[src/hw/rtl/bfd_pkg.sv]
// Package for the box filter downscale unit: sizes, register indexes and shared types.
// No dependencies.
package bfd_pkg;
    localparam int MaxImgDim = 256;
    localparam int MaxWindow = 16;
    localparam int DimW = 9;
    localparam int CoordW = 8;
    localparam int WinW = 5;
    localparam int PixW = 24;
    localparam int AddrW = 16;
    localparam int SumW = 16;
    localparam int AreaW = 9;
    localparam int NumW = 18;
    localparam int DenW = 10;

    localparam logic [2:0] REG_DST_WIDTH = 3'd0;
    localparam logic [2:0] REG_DST_HEIGHT = 3'd1;
    localparam logic [2:0] REG_SRC_WIDTH = 3'd2;
    localparam logic [2:0] REG_SRC_HEIGHT = 3'd3;
    localparam logic [2:0] REG_WINDOW_SIZE = 3'd4;

    typedef struct packed {
        logic load;
        logic write;
        logic corner_start;
        logic corner_y;
        logic corner_step;
        logic acc_clear;
        logic acc_read;
        logic acc_add;
        logic div_start;
        logic div_step;
        logic out_load;
    } bfd_cmd_t;

    typedef struct packed {
        logic is_write;
        logic bad;
        logic win_last;
        logic div_last;
        logic corner_last;
    } bfd_status_t;
endpackage

[src/hw/rtl/bfd_ctrl.sv]
// Controller state machine of the box filter downscale unit.
// Depends on bfd_pkg.
module bfd_ctrl (
    input  logic                 aclk,
    input  logic                 aresetn,
    input  logic                 s_valid,
    output logic                 s_ready,
    output logic                 m_valid,
    input  logic                 m_ready,
    input  bfd_pkg::bfd_status_t status,
    output bfd_pkg::bfd_cmd_t    cmd
);
    import bfd_pkg::*;

    localparam logic [3:0] ST_IDLE = 4'd0;
    localparam logic [3:0] ST_DECODE = 4'd1;
    localparam logic [3:0] ST_CX = 4'd2;
    localparam logic [3:0] ST_CXEND = 4'd3;
    localparam logic [3:0] ST_CY = 4'd4;
    localparam logic [3:0] ST_CYEND = 4'd5;
    localparam logic [3:0] ST_READ = 4'd6;
    localparam logic [3:0] ST_LAST = 4'd7;
    localparam logic [3:0] ST_DIV = 4'd8;
    localparam logic [3:0] ST_DIVGO = 4'd9;
    localparam logic [3:0] ST_OUT = 4'd10;
    localparam logic [3:0] ST_CYSTART = 4'd11;

    logic [3:0] state_reg, state_next;
    logic m_valid_reg, m_valid_next;
    logic rd_pend_reg;

    assign s_ready = (state_reg == ST_IDLE) && !m_valid_reg;
    assign m_valid = m_valid_reg;

    always_comb begin
        state_next = state_reg;
        m_valid_next = m_valid_reg && !m_ready;
        cmd = '0;
        case (state_reg)
            ST_IDLE: begin
                if (s_valid && s_ready) begin
                    cmd.load = 1'b1;
                    state_next = ST_DECODE;
                end
            end
            ST_DECODE: begin
                if (status.is_write) begin
                    cmd.write = 1'b1;
                    state_next = ST_IDLE;
                end else if (status.bad) begin
                    state_next = ST_OUT;
                end else begin
                    cmd.corner_start = 1'b1;
                    state_next = ST_CX;
                end
            end
            ST_CX: begin
                cmd.corner_step = 1'b1;
                if (status.corner_last) begin
                    state_next = ST_CXEND;
                end
            end
            ST_CXEND: begin
                cmd.acc_clear = 1'b1;
                state_next = ST_CYSTART;
            end
            ST_CYSTART: begin
                cmd.corner_start = 1'b1;
                cmd.corner_y = 1'b1;
                state_next = ST_CY;
            end
            ST_CY: begin
                cmd.corner_y = 1'b1;
                cmd.corner_step = 1'b1;
                if (status.corner_last) begin
                    state_next = ST_CYEND;
                end
            end
            ST_CYEND: begin
                cmd.acc_clear = 1'b1;
                cmd.corner_y = 1'b1;
                state_next = ST_READ;
            end
            ST_READ: begin
                cmd.acc_read = 1'b1;
                if (status.win_last) begin
                    state_next = ST_LAST;
                end
            end
            ST_LAST: begin
                cmd.acc_add = 1'b1;
                state_next = ST_DIV;
            end
            ST_DIV: begin
                cmd.div_start = 1'b1;
                state_next = ST_DIVGO;
            end
            ST_DIVGO: begin
                cmd.div_step = 1'b1;
                if (status.div_last) begin
                    state_next = ST_OUT;
                end
            end
            ST_OUT: begin
                if (!m_valid_reg) begin
                    cmd.out_load = 1'b1;
                    m_valid_next = 1'b1;
                    state_next = ST_IDLE;
                end
            end
            default: state_next = ST_IDLE;
        endcase
        if (state_reg == ST_READ) begin
            cmd.acc_add = cmd.acc_add | rd_pend_reg;
        end
    end

    always_ff @(posedge aclk) begin
        if (!aresetn) begin
            state_reg <= ST_IDLE;
            m_valid_reg <= 1'b0;
            rd_pend_reg <= 1'b0;
        end else begin
            state_reg <= state_next;
            m_valid_reg <= m_valid_next;
            rd_pend_reg <= cmd.acc_read && (state_reg == ST_READ) && !status.win_last;
        end
    end
endmodule

[config.mk]
export PLATFORM = sky130hd
export DESIGN_NAME = bfd_ctrl
export DESIGN_NICKNAME = d
export VERILOG_FILES = /design/src/hw/rtl/bfd_pkg.sv /design/src/hw/rtl/bfd_ctrl.sv
export SDC_FILE = /design/constraint.sdc
export NUM_CORES = 1
export LEC_CHECK = 0
export BUFFER_PORTS_ARGS = -buffer_cell sky130_fd_sc_hd__buf_2
export CAP_MARGIN = 10
export CORE_AREA = 5 5 42 44
export CTS_CLUSTER_DIAMETER = 40
export CTS_CLUSTER_SIZE = 40
export DETAILED_ROUTE_END_ITERATION = 10
export DIE_AREA = 0 0 47 49
export PLACE_DENSITY_LB_ADDON = 0.1
export SETUP_SLACK_MARGIN = 0.4
export SYNTH_ARGS = -nofsm -noshare
export SYNTH_HDL_FRONTEND = slang
export SYNTH_SLANG_ARGS = --single-unit
[constraint.sdc]
create_clock -name aclk -period 1.7 [get_ports aclk]
set_input_delay 0.34 -clock aclk [delete_from_list [all_inputs] [get_ports aclk]]
set_output_delay 0.34 -clock aclk [all_outputs]
set_load 0.01 [all_outputs]
==> flow_summary.yaml <==
floorplan:
  placementRows: 14
  core_um2: 1400
  die_w_um: 47
  dieArea_um2: 2300
  io_pins: 22
  die_h_um: 49
  initial_core_util: 0.371
synth:
  yosysSeqAreaShare: 0.231
  synth_most_common_cell: "nor2_1"
  yosysTopAreaCell: "dfxtp_1"
  synthTopCellsByCount: "nor2_1 (9), dfxtp_1 (6), nor3_1 (4), o21ai_0 (4)"
  synth_edf_count: 0
  synth_area_leaders: "dfxtp_1 (23%), nor2_1 (6.5%), o32ai_4 (5.3%), nor3b_1 (4.3%), nor3_1 (3.8%)"
  ys_ff_latch: 6
  ys_warn_count: 0
  async_flop_share: 0
  synth-main-ff-cell: "dfxtp_1"
  synth_area_um2: 520
  synth.distinct_cells: 36
  synth_cells: 67
  synth_top_area_frac: 0.231
  avgSynthCellArea_um2: 7.77
  syn_nets: 76
global_routing:
  grt_pass1_wl_um: 2610
  met1_usage: 0.203
  met2_usage: 0.226
  grt.overflow.total: 0
  antenna_found_initial: 0
  grt_busiest_layer: "met2"
  grt_util_met3: 0.0332
  first_global_vias: 570
  grt_util_all_layers: 0.154
  grt_max_degree: 15
clock_network:
  ctsHoldBuffers: 0
  h-tree-depth: 1
  cts_made_buffers: 3
  clk_latency_ns: 0.25
  cts_tree: "built"
  clk_path_buf_depth: 2
  cts.sinks: 6
  root_buffer: "clkbuf_4"
  clk_pin_slew_ns: 0.05
route:
  avgRoutedWirePerCell_um: 13.9
  via_per_inst: 5.29
  routed_wl_um: 1610
  drtIter0Drc: 3
  drc: 0
  drtAntennaViolNets: 0
  drt_pre_antenna_iters: 2
  vias: 614
critical_path:
  critPathRequiredTime_ns: 1.36
  crit_path_start_kind: "flip-flop"
  cp.buffers_inverters: 1
  worstPathCellList: "or4_4, nor2b_2, buf_2"
  critical_path.max_stage_delay_ns: 0.55
  path_delay_family: "simple AND/OR/NAND/NOR gates"
  end_kind: "output port"
  crit_arrival_ns: 1.40
  critPathKind: "reg -> out"
  cp_slowest_cell: "or4_4"
  cp_max_fo: 8
power_and_ir_drop:
  total_power_uw: 1290
  powerDensity_nw_per_um2: 1430
  peakVddDrop_mv: 0.836
  p_leak_uw: 0.000377
place:
  place_inst: 106
  place_area_um2: 692
  gp_congestion: 0.785
  dp.final_hpwl_um: 1090
  portBuffers: 21
sta:
  finClkSkew_ns: 0.00292
  worst_slack_ns: -0.0418
  period_needed_ns: 1.74
  fmax_ghz: 0.574
  finalHoldViolations: 0
  hold_ws_ns: 0.301
  setup_violations: 2
  fin_crit_sh: 1.02
  max_slew_margin: 0.719
  worst_pin_slew_ns: 0.418
  drv_slew: 0
  rsz0062_at_grt: "true"
layout:
  num_antenna_cells: 0
  final_cell_area_um2: 900
  largest_reg_flops: 4
  fin_cells: 116
  utilization: 0.642
  num-nets-final: 111
  drive_gt1_frac: 0.620
  fillCellCount: 129
  areaGrowthSynthToFinish_pct: 72.8
run_status:
  status: "finished with violations"
  violations: "setup timing"
hold_path:
  hp-class: "in -> reg"
job:
  maxCapViolations: 0
stage by stage:
stage	setup TNS, ns	setup slack [ns]
2_1_floorplan	0	0.295
3_3_place_gp	0	0.152
3_5_place_dp	0	0.129
4_1_cts	-0.0881	-0.0498
5_1_grt	-0.211	-0.0981
6_report	-0.0727	-0.0418
cell type report:
cell class              instances  area [um2]  area share
multi-input cells              54         470       0.523
repair buffers                 35         249       0.277
flip-flops and latches          6         130       0.145
clock buffers                   3        22.5      0.0250
well taps                      16        20.0      0.0223
inverters                       2        7.51     0.00834
layout by cell type (no fill, tap or decap), types with 3 or more instances in the layout:
| cell type | instances |
|---|---|
| buf_6 | 9 |
| o21ai_0 | 4 |
| buf_2 | 19 |
| clkbuf_4 | 3 |
| nor2_1 | 7 |
| buf_4 | 7 |
layer usage:
metal  vias up  wire [um]
met5         -          0
met4         0         23
met3         2        113
met2        16        754
met1       281        717
li1        315          -
worst reg2reg max path: stages (launching register included):
cell and delay (ns):
dfxtp_4 0.36, or4_4 0.55, buf_4 0.16, o32ai_4 0.16, o32a_1 0.19, o311ai_1 0.11
cell families after synthesis:
group	Yosys count	synth area share
simple gates	37	0.425
xor+xnor	1	0.0168
mux	1	0.0192
flops	6	0.231
buf+inv	7	0.0745
compound gates	15	0.233
worst paths after layout:
check | startpoint | end | slack [ns] | depth (start not counted)
min | status[2] | rd_pend_reg | 0.30 | 2
max | state_reg[3] | cmd[10] | -0.04 | 3
max reg2reg | state_reg[3] | state_reg[0] | 0.03 | 5
min reg2reg | state_reg[3] | state_reg[0] | 0.54 | 1
power by group:
| part | switching [uW] | total (uW) | internal [uW] |
|---|---|---|---|
| Combinational | 431 | 905 | 474 |
| Clock | 55.0 | 135 | 80.1 |
| Sequential | 58.3 | 246 | 188 |
| Total | 544 | 1290 | 742 |
repair_timing:
action | 4_1_cts | 5_1_grt
pin swaps | 7 | 3
resized for setup | 14 | 16
gates cloned | 0 | 0
endpoints found under the setup margin | 15 | 15
buffers inserted | 6 | 1
No activity file was read; power rests on OpenSTA's default activity.
